**src/design/sfc_pkg.sv**
```systemverilog
// ----------------------------------------------------------------------------
// sfc_pkg: shared types and constants for substring find and count
// Beat payload structs, configuration register map and cell control group.
// ----------------------------------------------------------------------------
package sfc_pkg;

  localparam int CHAR_BITS     = 8;
  localparam int REG_BYTES     = 8;   // pattern register holds 8 characters
  localparam int LEN_BITS      = 4;
  localparam int CFG_DATA_BITS = 64;
  localparam int ADDR_BITS     = 4;
  localparam int REG_SEL_BIT   = 3;   // registers sit on 8-byte boundaries
  localparam int OUT_BITS      = 16;

  // register select codes (paddr[REG_SEL_BIT])
  localparam logic REG_PATTERN = 1'b0;
  localparam logic REG_LENGTH  = 1'b1;

  typedef struct packed {
    logic [CHAR_BITS-1:0] char_code;
    logic                 is_last;
    logic                 has_char;
  } in_item_t;

  typedef struct packed {
    logic [OUT_BITS-1:0] first_position;
    logic [OUT_BITS-1:0] match_count;
    logic                too_long;
  } out_item_t;

  typedef struct packed {
    logic shift;   // a character enters the window this cycle
    logic clear;   // string ended, window returns to zero
  } cell_ctrl_t;

endpackage

```
**src/design/sfc_cell.sv**
```systemverilog
// ----------------------------------------------------------------------------
// sfc_cell: one window cell
// Holds one earlier character, passes it on to the next cell and folds its
// compare against the aligned pattern byte into the running match chain.
// ----------------------------------------------------------------------------
module sfc_cell
  import sfc_pkg::*;
#(
  parameter int IDX = 0
) (
  input  logic                     clk,
  input  logic                     rst,
  input  cell_ctrl_t               ctrl,
  input  logic [CHAR_BITS-1:0]     char_in,
  input  logic [LEN_BITS-1:0]      eff_len,
  input  logic [CFG_DATA_BITS-1:0] pattern,
  input  logic                     hit_in,
  output logic [CHAR_BITS-1:0]     char_out,
  output logic                     hit_out
);

  logic [LEN_BITS-1:0]  sel;
  logic                 active;
  logic [CHAR_BITS-1:0] pat_byte;

  // this cell holds the character IDX+1 places behind the newest one,
  // which lines up with pattern byte eff_len-2-IDX
  assign active   = eff_len >= LEN_BITS'(IDX + 2);
  assign sel      = eff_len - LEN_BITS'(IDX + 2);
  assign pat_byte = pattern[{sel[2:0], 3'b000} +: CHAR_BITS];
  assign hit_out  = hit_in & (!active | (char_out == pat_byte));

  always_ff @(posedge clk) begin
    if (rst || ctrl.clear) begin
      char_out <= '0;
    end else if (ctrl.shift) begin
      char_out <= char_in;
    end
  end

endmodule

```
**src/design/substring_find_and_count.sv**
```systemverilog
// ----------------------------------------------------------------------------
// substring_find_and_count: streaming substring search with match count
// Compares a row of window cells against the pattern at every character and
// keeps the first match start and a greedy non-overlapping count.
// ----------------------------------------------------------------------------
// Throughput: one input beat per cycle while the skid register is empty; the
//   count/allowed-start loop is combinational.
// The result is registered; while the output beat waits untaken, a new
//   result goes to a skid register and input keeps flowing; the input
//   stalls only while both result registers are full.
// Reset clears configuration, the window cells and all per-string counters.
module substring_find_and_count
  import sfc_pkg::*;
#(
  parameter int MAX_PATTERN = 8,
  parameter int POS_BITS    = 16
) (
  input  logic                     clk,
  input  logic                     rst,
  input  logic                     psel,
  input  logic                     penable,
  input  logic                     pwrite,
  input  logic [ADDR_BITS-1:0]     paddr,
  input  logic [CFG_DATA_BITS-1:0] pwdata,
  output logic [CFG_DATA_BITS-1:0] prdata,
  output logic                     pready,
  input  logic                     in_valid,
  output logic                     in_ready,
  input  in_item_t                 in_data,
  output logic                     out_valid,
  input  logic                     out_ready,
  output out_item_t                out_data
);

  localparam int WIN = (MAX_PATTERN < REG_BYTES) ? MAX_PATTERN : REG_BYTES;
  localparam logic [POS_BITS-1:0] POS_MAX = '1;

  logic [CFG_DATA_BITS-1:0] pattern_bytes;
  logic [LEN_BITS-1:0]      pattern_length;
  logic [LEN_BITS-1:0]      eff_len;
  logic                     cfg_write;

  logic [POS_BITS-1:0] char_position;
  logic [POS_BITS:0]   next_allowed_start;
  logic [POS_BITS-1:0] first_found;
  logic [POS_BITS-1:0] running_count;
  logic                overflow_seen;

  logic                char_position_next_en;
  logic [POS_BITS-1:0] pos_inc;
  logic [POS_BITS-1:0] start;
  logic [POS_BITS-1:0] len_ext;
  logic [POS_BITS:0]   next_allowed_start_next;
  logic [POS_BITS-1:0] first_found_next;
  logic [POS_BITS-1:0] running_count_next;
  logic                overflow_seen_next;
  logic                accept;
  logic                at_max;
  logic                take;
  logic                match;
  logic                counted;
  logic [LEN_BITS-1:0] cur_sel;

  out_item_t result_next;
  logic      skid_valid;
  out_item_t skid_data;

  cell_ctrl_t           ctrl;
  logic [CHAR_BITS-1:0] char_chain [WIN+1];
  logic                 hit_chain  [WIN+1];

  // ---------------------------------------------------------------- config
  assign pready    = 1'b1;
  assign cfg_write = psel & penable & pwrite & pready;

  always_ff @(posedge clk) begin
    if (rst) begin
      pattern_bytes  <= '0;
      pattern_length <= '0;
    end else if (cfg_write) begin
      case (paddr[REG_SEL_BIT])
        REG_PATTERN: pattern_bytes  <= pwdata;
        REG_LENGTH:  pattern_length <= pwdata[LEN_BITS-1:0];
        default:     pattern_bytes  <= pattern_bytes;
      endcase
    end
  end

  always_comb begin
    case (paddr[REG_SEL_BIT])
      REG_PATTERN: prdata = pattern_bytes;
      REG_LENGTH:  prdata = CFG_DATA_BITS'(pattern_length);
      default:     prdata = '0;
    endcase
  end

  assign eff_len = (pattern_length > LEN_BITS'(WIN)) ? LEN_BITS'(WIN) : pattern_length;

  // ---------------------------------------------------------------- handshake
  assign in_ready = !skid_valid;
  assign accept   = in_valid && in_ready;
  assign at_max   = char_position == POS_MAX;
  assign take     = accept && in_data.has_char && !at_max;

  assign ctrl.shift = take;
  assign ctrl.clear = accept && in_data.is_last;

  // ---------------------------------------------------------------- cell row
  // newest character meets the last pattern byte before entering the row
  assign cur_sel       = eff_len - LEN_BITS'(1);
  assign char_chain[0] = in_data.char_code;
  assign hit_chain[0]  = in_data.char_code == pattern_bytes[{cur_sel[2:0], 3'b000} +: CHAR_BITS];

  for (genvar k = 0; k < WIN; k++) begin : g_cell
    sfc_cell #(
      .IDX(k)
    ) u_cell (
      .clk     (clk),
      .rst     (rst),
      .ctrl    (ctrl),
      .char_in (char_chain[k]),
      .eff_len (eff_len),
      .pattern (pattern_bytes),
      .hit_in  (hit_chain[k]),
      .char_out(char_chain[k+1]),
      .hit_out (hit_chain[k+1])
    );
  end

  // ---------------------------------------------------------------- counting
  assign pos_inc = char_position + 1'b1;
  assign len_ext = POS_BITS'(eff_len);
  assign start   = pos_inc - len_ext + 1'b1;
  assign match   = take && (eff_len != '0) && (pos_inc >= len_ext) && hit_chain[WIN];
  assign counted = match && ({1'b0, start} >= next_allowed_start);

  assign char_position_next_en = take;
  assign first_found_next   = (match && first_found == '0) ? start : first_found;
  assign running_count_next = (counted && running_count != POS_MAX) ?
                              running_count + 1'b1 : running_count;
  assign next_allowed_start_next = counted ? {1'b0, pos_inc} + 1'b1 : next_allowed_start;
  assign overflow_seen_next = overflow_seen | (accept && in_data.has_char && at_max);

  always_ff @(posedge clk) begin
    if (rst || ctrl.clear) begin
      char_position      <= '0;
      next_allowed_start <= '0;
      first_found        <= '0;
      running_count      <= '0;
      overflow_seen      <= 1'b0;
    end else if (accept) begin
      if (char_position_next_en) begin
        char_position <= pos_inc;
      end
      next_allowed_start <= next_allowed_start_next;
      first_found        <= first_found_next;
      running_count      <= running_count_next;
      overflow_seen      <= overflow_seen_next;
    end
  end

  // ---------------------------------------------------------------- result
  always_comb begin
    if (eff_len == '0) begin
      result_next.first_position = OUT_BITS'(1);
      result_next.match_count    = '0;
    end else begin
      result_next.first_position = OUT_BITS'(first_found_next);
      result_next.match_count    = OUT_BITS'(running_count_next);
    end
    result_next.too_long = overflow_seen_next;
  end

  // skid holds a second result while the output beat waits
  always_ff @(posedge clk) begin
    if (rst) begin
      out_valid  <= 1'b0;
      skid_valid <= 1'b0;
    end else if (!out_valid || out_ready) begin
      if (skid_valid) begin
        out_valid  <= 1'b1;
        out_data   <= skid_data;
        skid_valid <= 1'b0;
      end else if (ctrl.clear) begin
        out_valid <= 1'b1;
        out_data  <= result_next;
      end else begin
        out_valid <= 1'b0;
      end
    end else if (ctrl.clear) begin
      skid_valid <= 1'b1;
      skid_data  <= result_next;
    end
  end

  // ---------------------------------------------------------------- checks
  a_count_has_first : assert property (@(posedge clk) disable iff (rst)
    running_count != '0 |-> first_found != '0)
    else $error("match counted without a first match start");

  a_overflow_saturated : assert property (@(posedge clk) disable iff (rst)
    overflow_seen |-> char_position == POS_MAX)
    else $error("overflow flagged while position not saturated");

  a_allowed_start_bound : assert property (@(posedge clk) disable iff (rst)
    next_allowed_start <= {1'b0, char_position} + 1'b1)
    else $error("allowed start runs ahead of position");

  a_end_of_string : assert property (@(posedge clk) disable iff (rst)
    accept && in_data.is_last |=> out_valid && char_chain[WIN] == '0)
    else $error("string end did not raise a result or clear the window");

endmodule

```
**config.mk**
```make
export PLATFORM = sky130hd
export DESIGN_NAME = substring_find_and_count
export DESIGN_NICKNAME = d
export VERILOG_FILES = /design/src/design/sfc_pkg.sv /design/src/design/sfc_cell.sv /design/src/design/substring_find_and_count.sv
export SDC_FILE = /design/constraint.sdc
export NUM_CORES = 1
export LEC_CHECK = 0
export ABC_AREA = 1
export ABC_CLOCK_PERIOD_IN_PS = 6800
export BUFFER_PORTS_ARGS = -buffer_cell sky130_fd_sc_hd__buf_2
export CAP_MARGIN = 20
export CELL_PAD_IN_SITES_DETAIL_PLACEMENT = 1
export CELL_PAD_IN_SITES_GLOBAL_PLACEMENT = 2
export CORE_AREA = 2 2 228 230
export CTS_CLUSTER_SIZE = 25
export DETAILED_ROUTE_END_ITERATION = 8
export DIE_AREA = 0 0 230 232
export PLACE_DENSITY_LB_ADDON = 0.1
export SLEW_MARGIN = 20
export SYNTH_ARGS = -nofsm -noshare
export SYNTH_HDL_FRONTEND = slang
export SYNTH_SLANG_ARGS = --single-unit
```
**constraint.sdc**
```tcl
create_clock -name clk -period 6.8 [get_ports clk]
set_input_delay 0 -clock clk [delete_from_list [all_inputs] [get_ports clk]]
set_output_delay 0 -clock clk [all_outputs]
set_load 0.02 [all_outputs]
```
Word level (Yosys, flattened, before mapping)
Index checks and enable logic that the tools add are counted.

Register bits: 266. Output and inout bits: 100.

$lt $le $gt $ge: 11. Equal/unequal tests: 11. Add/sub/neg operators: 14. Mux-type cells: 9. Shift operators: 9. Bitwise logic cells: 22. Reduce and logical (&&, ||, !) cells: 35.

Operators with widths (number): indexed part select 64 x 7 -> 8 bit (9); case mux 64 bit (2 select lines) (1); == test 8 bit (9); 2-to-1 mux 33 bit (2); adder 16 x 1 -> 16 bit, second input constant (3); 2-to-1 mux 16 bit (2); 2-to-1 mux 32 bit (1); adder 16 x 1 -> 17 bit, second input constant (1); >= comparator 16 x 17 -> 1 bit (1); == test 16 bit, second input constant (1); >= comparator 16 x 4 -> 1 bit (1); >= comparator 4 x 3 -> 1 bit, second input constant (4); logical NOT 16 bit (1); != test 16 bit, second input constant (1); subtractor 16 x 4 -> 16 bit (1); subtractor 3 bit, second input constant (4); logical AND 1 bit (11); logical NOT 1 bit (11); AND 1 bit (10); OR 1 bit (9); subtractor 3 x 1 -> 3 bit, second input constant (3); >= comparator 4 x 2 -> 1 bit, second input constant (2); >= comparator 4 bit, second input constant (2); AND reduction 2 bit (4); 11 further kinds (17).

Depth between registers and ports, before layout
Gate-level depths: netlist (run 1).

Word-level depth: 21. Depth in mapped cells: 30.

Modules after synthesis
A second synthesis (run 1) with hierarchy kept.

Cell total of the unflattened synthesis: 3342. Area total of the unflattened synthesis: 20752.4 sq um.

Modules (own cells, without submodules): substring_find_and_count (cells an instance 1490, instances 1, area an instance 11081.9 sq um); sfc_cell at g_cell[0].u_cell (cells an instance 266, instances 1, area an instance 1283.7 sq um); sfc_cell at g_cell[1].u_cell (cells an instance 208, instances 1, area an instance 1244.9 sq um); sfc_cell at g_cell[4].u_cell (cells an instance 259, instances 1, area an instance 1226.2 sq um); sfc_cell at g_cell[7].u_cell (cells an instance 212, instances 1, area an instance 1218.7 sq um); sfc_cell at g_cell[6].u_cell (cells an instance 242, instances 1, area an instance 1198.6 sq um); sfc_cell at g_cell[2].u_cell (cells an instance 240, instances 1, area an instance 1194.9 sq um); sfc_cell at g_cell[3].u_cell (cells an instance 211, instances 1, area an instance 1184.9 sq um); sfc_cell at g_cell[5].u_cell (cells an instance 214, instances 1, area an instance 1118.6 sq um).

Worst setup path before layout (run 1)
OpenSTA, ideal clock, no wires.

Path type: register -> register. Start point: register pattern_length[3]. End point: register skid_data[11] (netlist bit) (data pin). Arrival: 4.429 ns. Period minus slack after synthesis: 4.695 ns. Buffers on the path: 3. Stages on the path, launching flop included: 28. Path slack: 2.105 ns. Cells stage by stage: dfxtp_1 > inv_2 > nand2_1 > buf_4 > clkbuf_1 > ha_1 > fa_1 > nand2_1 > nand2_1 > a31oi_1 > nor2_1 > o21ai_0 > o21ai_0 > nand3_1 > nand4_1 > xor2_1 > inv_1 > ha_1 > nand4_1 > inv_1 > nand4_1 > o2111ai_1 > nand3_2 > buf_2 > nand2_1 > nand2_1 > inv_1 > nor2_1.

RTL lines: start, declared (RTL line substring_find_and_count.sv:39) `logic [LEN_BITS-1:0] pattern_length;`; start signal, assigned (RTL line substring_find_and_count.sv:83) `REG_LENGTH: pattern_length <= pwdata[LEN_BITS-1:0];`; end signal, assigned (RTL line substring_find_and_count.sv:192) `skid_data <= result_next;`; end, declared (RTL line substring_find_and_count.sv:66) `out_item_t skid_data;`.

Final worst setup path (run 1)
Start point: register char_position[0]. End point: register out_data[9] (netlist bit) (data pin).

Longest elaborated chain between the ends: 12. Elaborated cells between the ends (all ways): 17.

Ends and longest elaborated chain: start, declared (RTL line substring_find_and_count.sv:43) `logic [POS_BITS-1:0] char_position;`; start signal, assigned (RTL line substring_find_and_count.sv:153) `char_position <= pos_inc;`; parallel branches: the longest is 6 deep, another holds >= comparator 16 x 17 -> 1 bit; logical AND 1 bit (*) (RTL line substring_find_and_count.sv:135) `assign counted = match && ({1'b0, start} >= next_allowed_start);`; logical AND 1 bit (*) (RTL line substring_find_and_count.sv:139) `assign running_count_next = (counted && running_count != POS_MAX) ?`; 2-to-1 mux 16 bit (*) (RTL line substring_find_and_count.sv:139); 2-to-1 mux 32 bit (*) (RTL line substring_find_and_count.sv:164) `if (eff_len == '0) begin`; 2-to-1 mux 33 bit (*) (RTL line substring_find_and_count.sv:184) `end else if (ctrl.clear) begin`; 2-to-1 mux 33 bit (*) (RTL line substring_find_and_count.sv:180) `if (skid_valid) begin`; end signal, assigned (RTL line substring_find_and_count.sv:182) `out_data <= skid_data;`; end signal, assigned (RTL line substring_find_and_count.sv:186) `out_data <= result_next;`; end, declared (RTL line substring_find_and_count.sv:32) `output out_item_t out_data`.

Mark *: on every way between the ends. The select of a mux whose other input is x is not followed. A chain may end at the register's enable or synchronous reset.

==> flow_summary.toml, run 1 <==
[worst_setup_path]
worstSetupEndpointType = "register"
start_kind = "register"
required_ps = 7110
arrival_ps = 6100
rr_worst_depth = 26
critPathKind = "register to register"
critPathMaxFanout = 16

[sta]
skew_ps = 19.2
finalHoldViolations = 0
worst_pin_slew_ps = 888
timing.hold.ws_ps = 30.9
max-slew-margin-rel_pct = 40.8
rsz0062_at_grt = "no"
timing.setup.tns_ps = 0
finalCriticalPeriod_ps = 5790
fmax_mhz = 173
finalSetupViolations = 0
finalCritPeriodShare_pct = 85.2
final-max-slew-violation-count = 0

[pwr]
ir_drop_mv = 0.129
power_density_mw_per_mm2 = 224
leakagePower_uw = 0.00922
finalPower_uw = 4480

[yosys]
synth_top_family_by_area = "simple AND/OR/NAND/NOR gates"
synth-seq-area-share_pct = 36.0
yosys_warnings = 0
yosysUniqueCellTypes = 40
async_flop_share_pct = 0
postSynthAreaPerCell_um2 = 6.59
synth_fa_ha_area_share_pct = 4.52
synthXorXnorAreaFrac_pct = 3.00
synth_cells = 2527
synth.net_count = 2671
synth_edf_count = 66
muxShareOfSynthArea_pct = 0
syn_area_mm2 = 0.0166
ys_seq_elements = 266
synth_compound_area_share_pct = 11.2
synth_ff_type = "dfxtp_1"
synthSimpleGateAreaFrac_pct = 35.7

[floorplan]
fp-row-count = 83
core_area_mm2 = 0.0509
io_pins = 185
die_area_mm2 = 0.0534
initial_core_util_pct = 32.7
die_x_um = 230
die_h_um = 232

[detailed_routing]
drc = 0
routed_wl_um = 66700
detail-route-antenna-nets = 0
dr.pass1.iters = 5
vias_per_cell = 5.09
drt_iter0_drc = 855
wl_per_cell_um = 19.5
vias = 17500

[worst_hold_path]
hp-class = "input port to register"
whs_path_depth = 3

[clocking]
cts_made_buffers = 35
cts_sinks = 266
postCtsSetupRepairBufs = 0
clk_pin_slew_worst_paths_ps = 60
cts-root-buf = "clkbuf_16"
cts_buffer_depth = 3
clkLatencyLatePin_ps = 570
h-tree-depth = 2
cts_tree = "yes"

[final_layout]
stdcell_count = 3430
fillers = 6596
mostFrequentLayoutCells = "633 x nand2_1, 377 x nand3_1, 265 x inv_1"
synthToLayoutAreaGrowth_pct = 20.1
diodes = 0
drive_gt1_share_pct = 10.7
layout.nets = 2867
layout_commonest_cell = "nand2_1"

[grt]
grt_max_degree = 79
grt_pass1_vias = 18000
antenna_found_initial = 0
grt_pass1_wl_um = 104000
grt_usage_pct = 25.0
grt-ovfl-total = 0

[place]
place_congestion = 0.871
portBuffers = 180
hpwl_um = 49100
place_inst = 3288

[run]
drv_cap = 0

[status]
status = "finished clean"
-- critical path, cell delays in order (launching register included) --
cell and delay, ps:
dfxtp_1 490, ha_1 260, nand2_1 70, nor2_1 220, nand2_1 140, nor2_1 140
nand3_1 140, xor2_1 400, inv_1 190, ha_1 380, nor2_1 150, inv_1 90
nor3_1 190, nand3_1 110, nand4_1 120, xor2_1 300, inv_1 90, ha_1 330
nand4_1 90, inv_1 110, nand4_1 100, o2111ai_1 490, nand3_2 460, nand2_1 250
nand2_1 70, nand3_1 70, nand2_1 60
-- cell usage after synthesis (3+ instances only) --
| cell | count | share of area, % |
|---|---|---|
| ha_1 | 57 | 4.3 |
| nand2_2 | 5 | 0.19 |
| xor2_1 | 50 | 2.6 |
| edfxtp_1 | 66 | 12 |
| dfxtp_1 | 200 | 24 |
| nand4_1 | 41 | 1.5 |
| o21ai_1 | 10 | 0.30 |
| inv_2 | 12 | 0.27 |
| nor2_1 | 249 | 5.6 |
| clkbuf_1 | 85 | 1.9 |
| nor4_1 | 4 | 0.15 |
| nand3b_1 | 42 | 1.9 |
| buf_1 | 7 | 0.16 |
| nand2_1 | 633 | 14 |
| inv_1 | 268 | 6.0 |
| buf_2 | 26 | 0.78 |
| a211oi_1 | 3 | 0.14 |
| buf_4 | 9 | 0.41 |
| o21bai_1 | 3 | 0.14 |
| o21ai_0 | 179 | 5.4 |
| nor3_1 | 12 | 0.36 |
| xnor2_1 | 7 | 0.37 |
| a21oi_1 | 162 | 4.9 |
| nand3_1 | 377 | 11 |
-- kinds of logic after synthesis --
family,after synthesis
AOI/OAI and AO/OA,365
and+or+nand+nor,1370
adders and majority gates,59
other,1
DFF,266
buffers and inverters,409
xor gates and xnor gates,57
-- area by class of cell --
cell class	count	area [um2]	share of cell area, %
clock inverters	18	159	0.795
multi-input cells	1852	9080	45.4
inverters	282	1060	5.30
repair buffers	286	1910	9.54
well taps	680	851	4.25
clock buffers	46	957	4.79
flip-flops and latches	266	5990	29.9
-- through the flow --
stage / util [%] / cell area (um2) / worst slack, ps
3_3_place_gp: 35.5 / 18100 / 1050
6_report: 39.3 / 20000 / 1010
4_1_cts: 39.2 / 20000 / 875
5_1_grt: 39.3 / 20000 / 339
2_1_floorplan: - / 16600 / 2110
3_5_place_dp: 35.5 / 18100 / 890
-- report_power, final --
group	switching, uW	internal, uW	leakage (uW)
clock network	778	1050	0.000557
logic	640	306	0.00644
registers	43.6	1660	0.00222
-- path summary, 6_finish.rpt --
check	from	end	slack [ps]
setup / recovery	char_position[0]	out_data[9]	1010
hold / removal	pwrite	pattern_length[1]	30
setup reg to reg	char_position[0]	out_data[9]	1010
hold reg to reg	overflow_seen	overflow_seen	470
-- metal layers --
metal | share of wire (%) | track usage (%) | up-vias
met1 | 42 | 29.2 | 8419
li1 | - | - | 8652
met5 | 0 | 0 | -
met4 | 4.5 | 10.7 | 0
met2 | 50 | 45.9 | 284
met3 | 2.8 | 2.89 | 112
-- registers in the layout (all words and copies together) (netlist names), 4 cells and up --
signal,flops
char_position,16
first_found,16
g_cell.u_cell.char_out,64
next_allowed_start,17
out_data,33
pattern_bytes,64
pattern_length,4
running_count,16
skid_data,33
-- what timing repair did --
action,CTS,global route
endpoints found under the hold margin,80,0
hold buffers,77,0
resized for setup,0,0
(Power assumes the default switching activity.)
==> run 2, diff against run 1 <==
- ABC_CLOCK_PERIOD_IN_PS: 6800 -> 6410
- CAP_MARGIN: 20 -> 0
- clock period: 6.8 -> 6.41 ns (I/O delays scaled with it)
==> run 2 against run 1 <==
Effect of this change:
- clock-buffer cell count is 2 lower
- global-route usage is 0.068 points lower
- final area is 0.33% higher
- sequential power is 6% higher
- clock skew is 6.1 ps higher
- cell count is 0.20% higher
- combinational power is 7% higher
- sequential share of layout area is 0.099 points lower
- sequential cell count stayed put
- register-to-register slack worse by 240 ps
==> flow_summary.toml, run 2 (same netlist as run 1, synthesis figures left out) <==
[detailed_routing]
vias = 17600
wl_per_cell_um = 19.3
vias_per_cell = 5.11
drt_iter0_drc = 828
detail-route-antenna-nets = 0
dr.pass1.iters = 5
routed_wl_um = 66500
drc = 0

[final_layout]
diodes = 0
top_regs = "g_cell.u_cell.char_out x64, pattern_bytes x64"
synthToLayoutAreaGrowth_pct = 20.5
fillers = 6624
drive_gt1_share_pct = 10.6
layout.nets = 2874
layout_commonest_cell = "nand2_1"
mostFrequentLayoutCells = "633 x nand2_1, 377 x nand3_1, 266 x inv_1"

[worst_setup_path]
start_kind = "register"
cpMostUsedCell = "nand2_1"
rr_worst_depth = 25
worstSetupEndpointType = "register"
critPathKind = "register to register"
arrival_ps = 5960
cp_slowest_cell = "dfxtp_1"
slowest_delay_ps = 530
required_ps = 6730
critPathMaxFanout = 16

[pwr]
leakagePower_uw = 0.00923
ir_drop_mv = 0.189
power_density_mw_per_mm2 = 239

[clocking]
cts_tree = "yes"
cts_buffer_depth = 3
h-tree-depth = 2
cts_sinks = 266
clk_pin_slew_worst_paths_ps = 60
post_cts_resized = 0
clkLatencyLatePin_ps = 570
cts-root-buf = "clkbuf_16"
cts_made_buffers = 36

[run]
drv_cap = 0

[grt]
grt_usage_pct = 24.9
grt-ovfl-total = 0
grt_pass1_vias = 18100
antenna_found_initial = 1
grt_max_degree = 129
grt_pass1_wl_um = 104000

[sta]
finalCriticalPeriod_ps = 5640
timing.setup.tns_ps = 0
timing.hold.ws_ps = 139
worst_pin_slew_ps = 910
finalHoldViolations = 0
skew_ps = 25.3
rsz0062_at_grt = "no"
finalSetupViolations = 0
max-slew-margin-rel_pct = 39.0
finalCritPeriodShare_pct = 88.0
final-max-slew-violation-count = 0
fmax_mhz = 177

[place]
portBuffers = 180
place_congestion = 0.863
hpwl_um = 49200

[floorplan]
initial_core_util_pct = 32.7
io_pins = 185
core_area_mm2 = 0.0509
fp-row-count = 83
die_x_um = 230
die_h_um = 232
die_area_mm2 = 0.0534

[worst_hold_path]
whs_path_depth = 7
hp-class = "input port to register"

[status]
status = "finished clean"
[run 2: cell count changes in the layout (fill, tap and decap cells not counted), sizes merged, moves of 3 or more]
cell and delta:
buf +3, clkbuf -3, dlygate4sd3 +4, clkinvlp +4
[run 2: worst max-delay path, delay by kind of cell (launching register included)]
kind / cells / cell delay [ps]
fa+ha+maj: 3 / 890
simple gates: 14 / 2070
flops: 1 / 530
compound gates: 4 / 990
buf+inv: 2 / 330
xor+xnor: 2 / 580
[run 2: path summary, 6_finish.rpt]
kind                                             from               endpoint  slack [ps]
worst max-delay path                 char_position[0]            out_data[9]         770
worst min-delay path                         in_valid          overflow_seen         140
worst max register to register       char_position[0]            out_data[9]         770
worst min register to register  next_allowed_start[2]  next_allowed_start[2]         470
[run 2: repair_timing]
item | CTS | global route
setup buffers | 0 | 0
endpoints found under the hold margin | 80 | 0
hold buffers | 81 | 0
[run 2: layout make-up]
type / count / area [um2] / area share (%)
clock buffer: 44 / 941 / 4.69
clock inverter: 21 / 200 / 0.998
inverter: 282 / 1060 / 5.28
multi-input combinational: 1852 / 9080 / 45.2
sequential: 266 / 5990 / 29.8
tap: 680 / 851 / 4.24
timing repair buffer: 292 / 1950 / 9.71
[run 2: where the power goes]
part	internal (uW)	total (uW)	switching (uW)
logic	326	1010	681
registers	1760	1810	45.1
clock network	1140	1980	838
[run 2: metrics by stage]
stage | utilization (%) | setup slack, ps | power (uW) | instances | cell area [um2]
3_5_place_dp | 35.6 | 679 | 2820 | 3291 | 18100
4_1_cts | 39.4 | 660 | 4870 | 3437 | 20100
3_3_place_gp | 35.6 | 806 | 2800 | 3291 | 18100
2_1_floorplan | - | 1720 | 2460 | 2527 | 16600
6_report | 39.4 | 772 | 4800 | 3437 | 20100
5_1_grt | 39.4 | 154 | 5050 | 3437 | 20100
[run 2: metal layers]
metal | up-vias | share of wire [%] | GRT usage, %
met3 | 99 | 2.7 | 2.50
met4 | 0 | 3.8 | 9.82
met5 | - | 0 | 0
met1 | 8547 | 42 | 28.7
li1 | 8659 | - | -
met2 | 273 | 52 | 47.1
